--- src/sv/polynomial_multiply_assert.svh ---
// ----------------------------------------------------------------------------
// polynomial_multiply_assert.svh
// Assertion macros for the polynomial multiplier. Define ASSERT_OFF to drop.
// ----------------------------------------------------------------------------
`ifndef POLYNOMIAL_MULTIPLY_ASSERT_SVH
`define POLYNOMIAL_MULTIPLY_ASSERT_SVH

`ifndef ASSERT_OFF
// Checked outside of reset.
`define PM_ASSERT(lbl, prop, msg) \
  lbl: assert property (@(posedge clk) disable iff (!rst_n) prop) else $error(msg);
// Checked at every edge, reset included.
`define PM_ASSERT_ALWAYS(lbl, prop, msg) \
  lbl: assert property (@(posedge clk) prop) else $error(msg);
`else
`define PM_ASSERT(lbl, prop, msg)
`define PM_ASSERT_ALWAYS(lbl, prop, msg)
`endif

`endif

--- src/sv/pm_pkg.sv ---
// ----------------------------------------------------------------------------
// pm_pkg
// Shared constants, command and status types of the polynomial multiplier.
// ----------------------------------------------------------------------------
package pm_pkg;

  localparam int MAX_DEGREE  = 31;
  localparam int COEF_SLOTS  = MAX_DEGREE + 1;
  localparam int PROD_SLOTS  = 2 * MAX_DEGREE + 1;
  localparam int COEF_W      = 32;
  localparam int ADDR_W      = $clog2(COEF_SLOTS);      // store address / degree
  localparam int IDX_W       = $clog2(COEF_SLOTS + 1);  // load index, saturates at slots
  localparam int K_W         = $clog2(PROD_SLOTS);      // product coefficient index
  localparam int QUEUE_DEPTH = 4;
  localparam int QUEUE_AW    = $clog2(QUEUE_DEPTH);
  localparam int QUEUE_CW    = $clog2(QUEUE_DEPTH + 1);

  typedef logic [COEF_W-1:0] coef_t;
  typedef logic [ADDR_W-1:0] addr_t;

  // One command from the front end to the back end.
  typedef struct packed {
    logic  wr_en;   // store data at addr
    logic  wr_b;    // 0: store A, 1: store B
    addr_t addr;
    coef_t data;
    logic  prod;    // run the product after the write
    addr_t deg_a;
    addr_t deg_b;
    logic  drop;    // coefficients were dropped since the last product
  } cmd_t;

  typedef struct packed {
    logic empty;
    logic full;
  } q_stat_t;

  typedef enum logic [1:0] {
    B_IDLE,
    B_NEXT,
    B_ISSUE
  } back_state_t;

endpackage

--- src/sv/pm_front.sv ---
// ----------------------------------------------------------------------------
// pm_front
// Accepts coefficient items, tracks load indexes and degrees, emits commands.
// ----------------------------------------------------------------------------
module pm_front (
  input  logic                        clk,
  input  logic                        rst_n,
  input  logic                        in_tvalid,
  output logic                        in_tready,
  input  logic [pm_pkg::COEF_W-1:0]   in_tdata,
  input  logic                        in_tuser,
  input  logic                        in_tlast,
  input  pm_pkg::q_stat_t             q_stat,
  output logic                        q_push,
  output pm_pkg::cmd_t                q_cmd
);
  import pm_pkg::*;

  logic [IDX_W-1:0] idx_a_r, idx_a_nxt;
  logic [IDX_W-1:0] idx_b_r, idx_b_nxt;
  addr_t            deg_a_r, deg_a_nxt;
  logic             drop_r, drop_nxt;

  logic             accept;
  logic [IDX_W-1:0] idx;
  logic             fits;
  logic [IDX_W-1:0] idx_inc;
  logic [IDX_W-1:0] idx_m1;
  addr_t            deg_new;
  logic             do_prod;

  assign in_tready = !q_stat.full;
  assign accept    = in_tvalid && in_tready;

  always_comb begin
    idx     = in_tuser ? idx_b_r : idx_a_r;
    fits    = (idx <= IDX_W'(MAX_DEGREE));
    idx_inc = fits ? idx + IDX_W'(1) : idx;
    idx_m1  = idx_inc - IDX_W'(1);
    deg_new = (idx_m1 > IDX_W'(MAX_DEGREE)) ? ADDR_W'(MAX_DEGREE) : idx_m1[ADDR_W-1:0];
    do_prod = in_tuser && in_tlast;
  end

  always_comb begin
    q_cmd.wr_en = fits;
    q_cmd.wr_b  = in_tuser;
    q_cmd.addr  = idx[ADDR_W-1:0];
    q_cmd.data  = in_tdata;
    q_cmd.prod  = do_prod;
    q_cmd.deg_a = deg_a_r;        // B completes: A's degree as it stands
    q_cmd.deg_b = deg_new;
    q_cmd.drop  = drop_r || !fits;
    q_push      = accept && (fits || do_prod);
  end

  always_comb begin
    idx_a_nxt = idx_a_r;
    idx_b_nxt = idx_b_r;
    deg_a_nxt = deg_a_r;
    drop_nxt  = drop_r;
    if (accept) begin
      if (!in_tuser) begin
        idx_a_nxt = in_tlast ? '0 : idx_inc;
        if (in_tlast) begin
          deg_a_nxt = deg_new;
        end
      end else begin
        idx_b_nxt = in_tlast ? '0 : idx_inc;
      end
      if (do_prod) begin
        drop_nxt = 1'b0;
      end else if (!fits) begin
        drop_nxt = 1'b1;
      end
    end
  end

  always_ff @(posedge clk) begin
    if (!rst_n) begin
      idx_a_r <= '0;
      idx_b_r <= '0;
      deg_a_r <= '0;
      drop_r  <= 1'b0;
    end else begin
      idx_a_r <= idx_a_nxt;
      idx_b_r <= idx_b_nxt;
      deg_a_r <= deg_a_nxt;
      drop_r  <= drop_nxt;
    end
  end

endmodule

--- src/sv/pm_queue.sv ---
// ----------------------------------------------------------------------------
// pm_queue
// Short command queue between front end and back end.
// ----------------------------------------------------------------------------
module pm_queue (
  input  logic            clk,
  input  logic            rst_n,
  input  logic            push,
  input  pm_pkg::cmd_t    push_cmd,
  input  logic            pop,
  output pm_pkg::cmd_t    head_cmd,
  output pm_pkg::q_stat_t stat
);
  import pm_pkg::*;

  cmd_t                q_mem [QUEUE_DEPTH];
  logic [QUEUE_AW-1:0] wr_ptr_r, wr_ptr_nxt;
  logic [QUEUE_AW-1:0] rd_ptr_r, rd_ptr_nxt;
  logic [QUEUE_CW-1:0] cnt_r, cnt_nxt;
  logic                do_push;
  logic                do_pop;

  assign stat.empty = (cnt_r == '0);
  assign stat.full  = (cnt_r == QUEUE_CW'(QUEUE_DEPTH));
  assign do_push    = push && !stat.full;
  assign do_pop     = pop && !stat.empty;
  assign head_cmd   = q_mem[rd_ptr_r];

  always_comb begin
    wr_ptr_nxt = do_push ? wr_ptr_r + QUEUE_AW'(1) : wr_ptr_r;
    rd_ptr_nxt = do_pop ? rd_ptr_r + QUEUE_AW'(1) : rd_ptr_r;
    cnt_nxt    = cnt_r;
    if (do_push && !do_pop) begin
      cnt_nxt = cnt_r + QUEUE_CW'(1);
    end else if (!do_push && do_pop) begin
      cnt_nxt = cnt_r - QUEUE_CW'(1);
    end
  end

  always_ff @(posedge clk) begin
    if (do_push) begin
      q_mem[wr_ptr_r] <= push_cmd;
    end
  end

  always_ff @(posedge clk) begin
    if (!rst_n) begin
      wr_ptr_r <= '0;
      rd_ptr_r <= '0;
      cnt_r    <= '0;
    end else begin
      wr_ptr_r <= wr_ptr_nxt;
      rd_ptr_r <= rd_ptr_nxt;
      cnt_r    <= cnt_nxt;
    end
  end

endmodule

--- src/sv/pm_back.sv ---
// ----------------------------------------------------------------------------
// pm_back
// Coefficient stores and multiply-accumulate sequencer producing the product.
// ----------------------------------------------------------------------------
module pm_back (
  input  logic                        clk,
  input  logic                        rst_n,
  input  pm_pkg::q_stat_t             q_stat,
  input  pm_pkg::cmd_t                q_cmd,
  output logic                        q_pop,
  output logic                        back_busy,
  output logic                        out_tvalid,
  input  logic                        out_tready,
  output logic [pm_pkg::COEF_W-1:0]   out_tdata,
  output logic                        out_tlast,
  output logic                        out_tuser
);
  import pm_pkg::*;

  back_state_t state_r, state_nxt;

  // coefficient stores
  coef_t                 store_a_mem [COEF_SLOTS];
  coef_t                 store_b_mem [COEF_SLOTS];
  logic [COEF_SLOTS-1:0] a_valid_r;

  // current product
  addr_t          da_r, db_r;
  logic           drop_r;
  logic [K_W-1:0] k_r;
  addr_t          i_r;

  // read stage
  logic  v1_r;
  coef_t a_rd_r, b_rd_r;
  logic  a_ok_r;
  logic  first1_r, last1_r, fin1_r, drop1_r;

  // multiply stage
  logic  v2_r;
  coef_t p2_r;
  logic  first2_r, last2_r, fin2_r, drop2_r;

  coef_t acc_r;
  logic  out_valid_r, out_valid_nxt;
  coef_t out_data_r;
  logic  out_last_r, out_drop_r;

  logic [K_W-1:0]      da_k, db_k, n_m1, lo_k, hi_k, j_k;
  addr_t               lo, hi, b_addr;
  logic                wr_a, wr_b, latch, start_ok, start, issue;
  logic                term_end, prod_end;
  coef_t               a_eff, sum;
  logic [2*COEF_W-1:0] mul_full;

  // term range of output k: i in [max(0, k-db), min(k, da)], j = k - i
  always_comb begin
    da_k     = K_W'(da_r);
    db_k     = K_W'(db_r);
    n_m1     = da_k + db_k;
    lo_k     = (k_r > db_k) ? k_r - db_k : '0;
    hi_k     = (k_r < da_k) ? k_r : da_k;
    lo       = lo_k[ADDR_W-1:0];
    hi       = hi_k[ADDR_W-1:0];
    j_k      = k_r - K_W'(i_r);
    b_addr   = j_k[ADDR_W-1:0];
    term_end = (i_r == hi);
    prod_end = (k_r == n_m1);
    // next output may start once the pipe is empty and the output slot frees
    start_ok = !v1_r && !v2_r && (!out_valid_r || out_tready);
  end

  always_comb begin
    state_nxt = state_r;
    case (state_r)
      B_IDLE: begin
        if (!q_stat.empty && q_cmd.prod) begin
          state_nxt = B_NEXT;
        end
      end
      B_NEXT: begin
        if (start_ok) begin
          state_nxt = B_ISSUE;
        end
      end
      B_ISSUE: begin
        if (term_end) begin
          state_nxt = prod_end ? B_IDLE : B_NEXT;
        end
      end
      default: state_nxt = B_IDLE;
    endcase
  end

  always_comb begin
    q_pop = 1'b0;
    wr_a  = 1'b0;
    wr_b  = 1'b0;
    latch = 1'b0;
    start = 1'b0;
    issue = 1'b0;
    case (state_r)
      B_IDLE: begin
        if (!q_stat.empty) begin
          q_pop = 1'b1;
          wr_a  = q_cmd.wr_en && !q_cmd.wr_b;
          wr_b  = q_cmd.wr_en && q_cmd.wr_b;
          latch = q_cmd.prod;
        end
      end
      B_NEXT:  start = start_ok;
      B_ISSUE: issue = 1'b1;
      default: begin
      end
    endcase
  end

  assign back_busy = (state_r != B_IDLE);

  // stores: one write port, one registered read port each
  always_ff @(posedge clk) begin
    if (wr_a) begin
      store_a_mem[q_cmd.addr] <= q_cmd.data;
    end
    if (issue) begin
      a_rd_r <= store_a_mem[i_r];
    end
  end

  always_ff @(posedge clk) begin
    if (wr_b) begin
      store_b_mem[q_cmd.addr] <= q_cmd.data;
    end
    if (issue) begin
      b_rd_r <= store_b_mem[b_addr];
    end
  end

  // A entries never written read as zero
  always_ff @(posedge clk) begin
    if (!rst_n) begin
      a_valid_r <= '0;
    end else if (wr_a) begin
      a_valid_r[q_cmd.addr] <= 1'b1;
    end
  end

  always_comb begin
    a_eff    = a_ok_r ? a_rd_r : '0;
    mul_full = a_eff * b_rd_r;
    sum      = (first2_r ? '0 : acc_r) + p2_r;
  end

  always_comb begin
    out_valid_nxt = out_valid_r;
    if (v2_r && last2_r) begin
      out_valid_nxt = 1'b1;
    end else if (out_tready) begin
      out_valid_nxt = 1'b0;
    end
  end

  // sequencing and datapath payload
  always_ff @(posedge clk) begin
    if (latch) begin
      da_r   <= q_cmd.deg_a;
      db_r   <= q_cmd.deg_b;
      drop_r <= q_cmd.drop;
      k_r    <= '0;
    end else if (issue && term_end && !prod_end) begin
      k_r <= k_r + K_W'(1);
    end
    if (start) begin
      i_r <= lo;
    end else if (issue) begin
      i_r <= i_r + ADDR_W'(1);
    end
    if (issue) begin
      a_ok_r   <= a_valid_r[i_r];
      first1_r <= (i_r == lo);
      last1_r  <= term_end;
      fin1_r   <= term_end && prod_end;
      drop1_r  <= drop_r;
    end
    p2_r     <= mul_full[COEF_W-1:0];
    first2_r <= first1_r;
    last2_r  <= last1_r;
    fin2_r   <= fin1_r;
    drop2_r  <= drop1_r;
    if (v2_r && !last2_r) begin
      acc_r <= sum;
    end
    if (v2_r && last2_r) begin
      out_data_r <= sum;
      out_last_r <= fin2_r;
      out_drop_r <= drop2_r;
    end
  end

  always_ff @(posedge clk) begin
    if (!rst_n) begin
      state_r     <= B_IDLE;
      v1_r        <= 1'b0;
      v2_r        <= 1'b0;
      out_valid_r <= 1'b0;
    end else begin
      state_r     <= state_nxt;
      v1_r        <= issue;
      v2_r        <= v1_r;
      out_valid_r <= out_valid_nxt;
    end
  end

  assign out_tvalid = out_valid_r;
  assign out_tdata  = out_data_r;
  assign out_tlast  = out_last_r;
  assign out_tuser  = out_drop_r;

endmodule

--- src/sv/polynomial_multiply.sv ---
// ----------------------------------------------------------------------------
// polynomial_multiply
// Integer polynomial multiplier (full convolution), streaming in and out.
// ----------------------------------------------------------------------------
// Coefficients of A (in_tuser = 0) and B (in_tuser = 1) stream in lowest power
// first, in_tlast on the highest one; up to 32 are kept per polynomial, extras
// are dropped and reported on out_tuser of the next product. The item that
// ends B starts the product: degree_a+degree_b+1 coefficients stream out
// lowest power first, out_tlast on the last, all arithmetic wrapped to 32 bits.
// A is the zero polynomial until first loaded. Loading takes one cycle per
// item while the command queue has room. Product coefficients are worked out
// one after another on the single 32x32 multiplier fed from one read port of
// each store; the read and multiply stages drain and the output register must
// be free before the next coefficient starts. A four-entry command queue lets
// loading of the next operands continue while a product runs.
// ----------------------------------------------------------------------------
module polynomial_multiply (
  input  logic                        clk,
  input  logic                        rst_n,
  // input items
  input  logic                        in_tvalid,
  output logic                        in_tready,
  input  logic [pm_pkg::COEF_W-1:0]   in_tdata,   // [31:0] coefficient
  input  logic                        in_tuser,   // [0] operand_select (0: A, 1: B)
  input  logic                        in_tlast,   // last_coefficient
  // result items
  output logic                        out_tvalid,
  input  logic                        out_tready,
  output logic [pm_pkg::COEF_W-1:0]   out_tdata,  // [31:0] product_coefficient
  output logic                        out_tuser,  // [0] overflow_dropped
  output logic                        out_tlast   // last_product
);
  import pm_pkg::*;

  q_stat_t q_stat;
  cmd_t    push_cmd;
  cmd_t    head_cmd;
  logic    q_push;
  logic    q_pop;
  logic    back_busy;

  // front end: indexes, degrees and drop tracking
  pm_front u_front (
    .clk       (clk),
    .rst_n     (rst_n),
    .in_tvalid (in_tvalid),
    .in_tready (in_tready),
    .in_tdata  (in_tdata),
    .in_tuser  (in_tuser),
    .in_tlast  (in_tlast),
    .q_stat    (q_stat),
    .q_push    (q_push),
    .q_cmd     (push_cmd)
  );

  // commands: store writes and product starts, in arrival order
  pm_queue u_queue (
    .clk      (clk),
    .rst_n    (rst_n),
    .push     (q_push),
    .push_cmd (push_cmd),
    .pop      (q_pop),
    .head_cmd (head_cmd),
    .stat     (q_stat)
  );

  // back end: stores, MAC pipe, output register
  pm_back u_back (
    .clk        (clk),
    .rst_n      (rst_n),
    .q_stat     (q_stat),
    .q_cmd      (head_cmd),
    .q_pop      (q_pop),
    .back_busy  (back_busy),
    .out_tvalid (out_tvalid),
    .out_tready (out_tready),
    .out_tdata  (out_tdata),
    .out_tlast  (out_tlast),
    .out_tuser  (out_tuser)
  );

`include "polynomial_multiply_assert.svh"

  // no result right out of reset
  `PM_ASSERT_ALWAYS(a_reset_quiet, !rst_n |=> !out_tvalid, "result valid after reset")
  // back end only pops a non-empty queue
  `PM_ASSERT(a_pop_nonempty, q_pop |-> !q_stat.empty, "pop from empty queue")
  // the item closing B leaves work pending in the queue or the back end
  `PM_ASSERT(a_prod_pending, (in_tvalid && in_tready && in_tuser && in_tlast) |=> (!q_stat.empty || back_busy), "product command lost")

endmodule

--- config.mk ---
export PLATFORM = sky130hd
export DESIGN_NAME = polynomial_multiply
export DESIGN_NICKNAME = d
export VERILOG_FILES = /design/src/sv/pm_pkg.sv /design/src/sv/pm_front.sv /design/src/sv/pm_queue.sv /design/src/sv/pm_back.sv /design/src/sv/polynomial_multiply.sv
export VERILOG_INCLUDE_DIRS = /design/src /design/src/sv
export SDC_FILE = /design/constraint.sdc
export NUM_CORES = 2
export LEC_CHECK = 0
export BUFFER_PORTS_ARGS = -buffer_cell sky130_fd_sc_hd__buf_4
export CORE_MARGIN = 4
export CORE_UTILIZATION = 45
export CTS_CLUSTER_SIZE = 14
export DETAILED_ROUTE_END_ITERATION = 8
export GPL_TIMING_DRIVEN = 0
export PLACE_DENSITY_LB_ADDON = 0.25
export SYNTH_ARGS = -nofsm -noshare
export SYNTH_HDL_FRONTEND = slang
export SYNTH_SLANG_ARGS = --single-unit
--- constraint.sdc ---
create_clock -name clk -period 7.15 [get_ports clk]
set_input_delay 2.145 -clock clk [delete_from_list [all_inputs] [get_ports clk]]
set_output_delay 2.145 -clock clk [all_outputs]
set_load 0.02 [all_outputs]
[After elaboration in Yosys (flattened, before gate mapping)]
Memories as Yosys holds them, arrays and structs flattened. A register that Yosys moved wholly into a read port is not among the register bits.
Cells that the tools add are included.
Operators by class
  $add $sub $neg: 12
  multipliers: 1
  $lt $le $gt $ge: 7
  equality and inequality tests: 10
  mux-type cells: 43
  bitwise operators: 2
  reduce and logical (&&, ||, !) cells: 42
Operators with widths (count)
  $mux W32: 2
  $add A32 B32 Y32: 1
  $mul A32 B32 Y32: 1
  $or A32 B32 Y32: 1
  $mux W5: 5
  $mux W1: 23
  $logic_and A1 B1 Y1: 18
  $mux W6: 3
  $add A6 B1 Y6 const B: 2
  $lt A5 B6 Y1 const B: 2
  $logic_not A1 Y1: 11
  $eq A5 B5 Y1: 2
  $mux W2: 5
  $sub A5 B5 Y5: 2
  $add A5 B5 Y6: 1
  $eq A6 B6 Y1: 1
  $gt A6 B5 Y1: 1
  $gt A6 B5 Y1 const B: 1
  $le A6 B5 Y1 const B: 1
  $lt A6 B5 Y1: 1
  $mux W3: 2
  $ne A2 B1 Y1 const B: 3
  $pmux W2 S3: 1
  $reduce_and A2 Y1: 3
  other kinds (18): 24
Storage, ports and cells
  register bits after elaboration: 191
  memory bits (writable): 2252
  output and inout bits: 36
  memories: 3
Memory list
  u_back.store_a_mem: depth 32, bits a word 32, read ports 1, clocked after Yosys merged registers in 1, wr ports 1, line pm_back.sv:23  | coef_t store_a_mem [COEF_SLOTS];
  u_back.store_b_mem: depth 32, bits a word 32, read ports 1, clocked after Yosys merged registers in 1, wr ports 1, line pm_back.sv:24  | coef_t store_b_mem [COEF_SLOTS];
  u_queue.q_mem: depth 4, bits a word 51, read ports 1, clocked after Yosys merged registers in 1, wr ports 1, line pm_queue.sv:16  | cmd_t q_mem [QUEUE_DEPTH];

[Depth between registers and ports, before layout]
  depth after elaboration: 9
  depth in mapped cells: 29
  mapped depth without buffers: 25

[Modules after synthesis]
Synthesis repeated with hierarchy kept, for this count alone.
Second synthesis, totals
  cells, all modules: 6401
  area total of the unflattened synthesis: 113053.4 sq um
Modules (own cells, without submodules)
  pm_back: instances 1, cells each 5903, area each 103613.1 sq um, seq. area each 67614.8 sq um
  pm_queue: instances 1, cells each 315, area each 7907.6 sq um, seq. area each 6306.0 sq um
  pm_front: instances 1, cells each 183, area each 1532.7 sq um, seq. area each 360.3 sq um

[Worst setup path after synthesis]
Ideal clock, no wire load.
  kind: register -> register
  from: reg u_back.a_ok_r
  to: reg u_back.p2_r[28]
  setup time: 72 ps
  data arrival time: 7296 ps
  required time: 7078 ps
  setup slack: -218 ps
  cell stages (with the launch flop): 28
  path buffers: 4
  clock period less this slack: 7368 ps
  path through: edfxtp_1 clkbuf_1 clkbuf_1 clkbuf_1 clkbuf_1 and3_1 fa_1 fa_1 fa_1 inv_1 fa_1 inv_1 fa_1 inv_1 fa_1 inv_1 fa_1 fa_1 ha_1 a21o_1 a21oi_1 o21bai_1 a21o_1 a21oi_1 o311ai_0 a31o_2 a21oi_1 xnor2_1
On the way
  word-level cells in the longest chain between the ends: 2
Ends and longest elaborated chain
  start: declaration: line pm_back.sv:36  | logic a_ok_r;
  start signal: assignment: line pm_back.sv:179  | a_ok_r <= a_valid_r[i_r];
  $mux W32: line pm_back.sv:149  | a_eff = a_ok_r ? a_rd_r : '0;
  $mul A32 B32 Y32: line pm_back.sv:150  | mul_full = a_eff * b_rd_r;
  net u_back.mul_full[28]: line pm_back.sv:54  | logic [2*COEF_W-1:0] mul_full;
  end signal: assignment: line pm_back.sv:185  | p2_r <= mul_full[COEF_W-1:0];
  end: declaration: line pm_back.sv:41  | coef_t p2_r;
The timed path passes the listed nets, and every way through them passes these cells.
A chain may end at the register's enable or synchronous reset.

[Final worst setup path]
  from: reg u_back.b_rd_r[9], read port of u_back.store_b_mem
  to: reg u_back.p2_r[31]
On the way
  word-level cells in the longest chain between the ends: 1
Ends and longest elaborated chain
  start: declaration: line pm_back.sv:35  | coef_t a_rd_r, b_rd_r;
  $mul A32 B32 Y32: line pm_back.sv:150
  net u_back.mul_full[31]: line pm_back.sv:54
The timed path passes the listed nets, and every way through them passes these cells.

==> results.cfg <==
[worst_setup_path]
criticalPathCategory = reg2reg
critPathMaxFanout = 10
rr_startpoint = u_back.b_rd_r[9]$_DFFE_PP_
worst_ep_required_time_ps = 7940
timing.rr.end = u_back.p2_r[31]$_DFF_P_
critPathCaptureType = flip-flop
critPathArrivalTime_ps = 8170
ff2ff_path_depth = 23
crit_path_end = u_back.p2_r[31]$_DFF_P_
worstSetupStartpointType = flip-flop
rrSetupSlack_ps = -230
critPathLaunch = u_back.b_rd_r[9]$_DFFE_PP_

[clock_network]
numCtsBuffers = 280
clkTransAtPathRegs_ps = 90
cts_root_buf = clkbuf_16
clock_sinks = 2509
clockBufferDepth = 4
clk_latency_ps = 930
cts_tree = done
htreeDepth = 5

[detailed_routing]
wl_per_cell_um = 30.00
firstDrtPassIters = 6
wl_um = 309800
drc_errors = 0
postRouteAntennaNets = 0
initialDrtViolationCount = 7242
via_count = 60700
post_drt_via_cell_ratio = 5.879

[sta]
fin_crit_sh_pct = 103.2
tns_ps = -707.6
slew_headroom_pct = 3.771
worstMarginPinSlew_ps = 1443
setup_viol = 4
max_freq_mhz = 135.6
setup_ws_ps = -227.1
hold_violations = 0
slew_violations = 0
rsz0062_at_grt = true
timing.final.crit_period_ps = 7377
fin_skew_ps = 91.58
whs_ps = 351.6

[yosys]
ys.flop_type = edfxtp_1
synth_common_cells = edfxtp_1, mux4_2, nand2_1, inv_1, fa_1
ys_types = 64
async_flop_share_pct = 0
synth.most_common_cell = edfxtp_1
yosysWarnings = 0
synth.top_cell.area_share_pct = 64.24
syn_inst = 6348
ys_ff_latch = 2509
syn_area_mm2 = 0.1123
synth-edff-count = 2403
synth.avg_cell_area_um2 = 17.69
synth_nets = 6980
yosysTopAreaCell = edfxtp_1
synthTopCellsByArea = edfxtp_1, mux4_2, fa_1
yosysSeqAreaShare_pct = 66.13

[run_status]
status = finished with violations
violations = negative setup slack

[layout]
layout-drive-gt1-share_pct = 20.60
seqCellArea_mm2 = 0.07428
multiInputGateArea_mm2 = 0.03602
final_design_area_no_fill_mm2 = 0.1288
nets = 7434
num-fill-cells = 19840
final_cells = 10330
area_growth_pct = 14.70

[place]
dp_hpwl_um = 207300
dp.cells = 9822
routabilityCongestion = 0.9581
dp_slack_ps = -1786
port_buffers = 72
dpl-instance-area_mm2 = 0.1192

[power]
power_density_mw_per_mm2 = 446.1
irDropWorstVdd_mv = 0.6371
leakage_nw = 44.78

[global_route]
grt.total_usage_pct = 24.16
grt_pass1_wl_um = 448100
grt_overflow = 0
antenna_found_initial = 17
grt_max_degree = 65
grt_pass1_vias = 62390

[floorplanning]
num_rows = 183
coreArea_mm2 = 0.2484
die-area_mm2 = 0.2577
die_height_um = 507.6
initial_utilization_pct = 45.21
pin_count = 74
die_x_um = 507.6

[flow_run]
drv_cap = 0

[min_path]
min_path_type = reg2reg
min_path_cells = 0
[critical path: stages (launching register included)]
cell and delay, ps:
edfxtp_1 570, clkbuf_1 610, nand2_1 170, fa_1 430, inv_1 90, fa_1 430
fa_1 540, inv_1 60, fa_1 470, inv_1 50, fa_1 510, fa_1 450
fa_1 510, fa_1 560, ha_4 340, nand3_4 80, o21a_1 180, o31a_1 120
buf_12 150, o311ai_4 340, and2_4 230, o21ai_2 50, a21oi_1 180, xnor2_1 130
[metal layers]
metal  vias to the layer above  track usage (%)  part of all wire (%)
li1                      25040                -                     -
met1                     32250            33.87                    40
met2                      2770            38.57                    48
met3                       628            4.127                   8.0
met4                         2            8.476                   3.7
met5                         -                0                0.0042
[cell usage in the layout (no fill, tap or decap), types with 16 or more instances in the layout]
master     netlist  final
edfxtp_1      2403   2403
mux4_2         636    613
nand2_1        559    559
inv_1          440    435
fa_1           413    404
clkbuf_16        0    297
and3_1         299    293
clkbuf_1       268    237
nand3_1        206    205
ha_1           181    170
buf_4            1    117
xnor2_1        119    116
dfxtp_1        106    106
buf_1           67     68
nor2_4           0     64
nor2b_1         59     58
o21ai_0         58     56
a21oi_1         64     55
buf_12           0     54
clkinv_1         1     54
nor2_1         113     49
o21a_1          43     43
mux2_2          38     38
clkbuf_2         1     38
a21o_1          36     36
clkinv_2         0     32
xor2_1          31     30
mux4_4           0     23
buf_16           0     21
and2_1          38     19
clkbuf_8         0     19
nor3_1          18     18
bufinv_16        0     18
mux2i_1         17     17
nand2b_1        16     16
[sequential cells by signal, summed over array words and instances, names as in the netlist, 32 cells and up, named ones only]
name                cells
u_back.p2_r            32
u_back.a_valid_r       32
u_queue.q_mem         204
u_back.store_b_mem   1024
u_back.a_rd_r          32
u_back.out_tdata       32
u_back.b_rd_r          32
u_back.acc_r           32
u_back.store_a_mem   1024
[report_power, final]
group          internal [W]  switching [W]
Sequential           0.0190       0.000319
Combinational       0.00942         0.0151
Clock               0.00805        0.00560
Total                0.0364         0.0210
[worst min path at each step]
stage,from,endpoint
finish,u_back.last1_r$_DFFE_PP_,u_back.last2_r$_DFF_P_
global route,u_back.last1_r$_DFFE_PP_,u_back.last2_r$_DFF_P_
CTS,u_back.last1_r$_DFFE_PP_,u_back.last2_r$_DFF_P_
detailed placement,u_back.drop1_r$_DFFE_PP_,u_back.drop2_r$_DFF_P_
global placement,u_back.last1_r$_DFFE_PP_,u_back.last2_r$_DFF_P_
floorplan,u_back.drop1_r$_DFFE_PP_,u_back.drop2_r$_DFF_P_
[metrics by stage]
stage | utilization [%] | total power, W
floorplan | - | 0.03421
global placement | 47.11 | 0.04222
detailed placement | 47.96 | 0.04284
CTS | 51.77 | 0.05760
global route | 51.85 | 0.06044
finish | 51.86 | 0.05747
[final cells by class]
| type | count | share of cell area, % |
|---|---|---|
| diodes | 6 | 0.01165 |
| repair buffers | 194 | 1.985 |
| flip-flops and latches | 2509 | 57.66 |
| multi-input cells | 3060 | 27.96 |
| inverters | 441 | 1.287 |
| well taps | 3330 | 3.234 |
| plain buffers | 316 | 1.236 |
| clock buffers | 353 | 5.847 |
| clock inverters | 116 | 0.7799 |
[timing repair]
action | 4_1_cts | 5_1_grt
gates resized for setup | 179 | 35
hold buffers | 0 | 0
cloned | 2 | 0
endpoints found under the setup margin | 20 | 11
hold endpoints to repair | 0 | 0
setup buffers | 40 | 8
pin swaps | 42 | 25
[cells by family (layout without fill, tap and decap cells)]
family	count (synthesis)	after routing	synth area share (%)
AND/OR/NAND/NOR	1343	1343	5.757
XOR/XNOR	150	150	1.170
flip-flops	2509	2509	66.13
AO/OA/AOI/OAI	282	282	1.671
buffers and inverters	779	1420	2.609
multiplexers	691	691	13.28
adder cells (fa/ha/maj)	594	594	9.377
other	0	6	0
No activity file was read; power rests on OpenSTA's default activity.
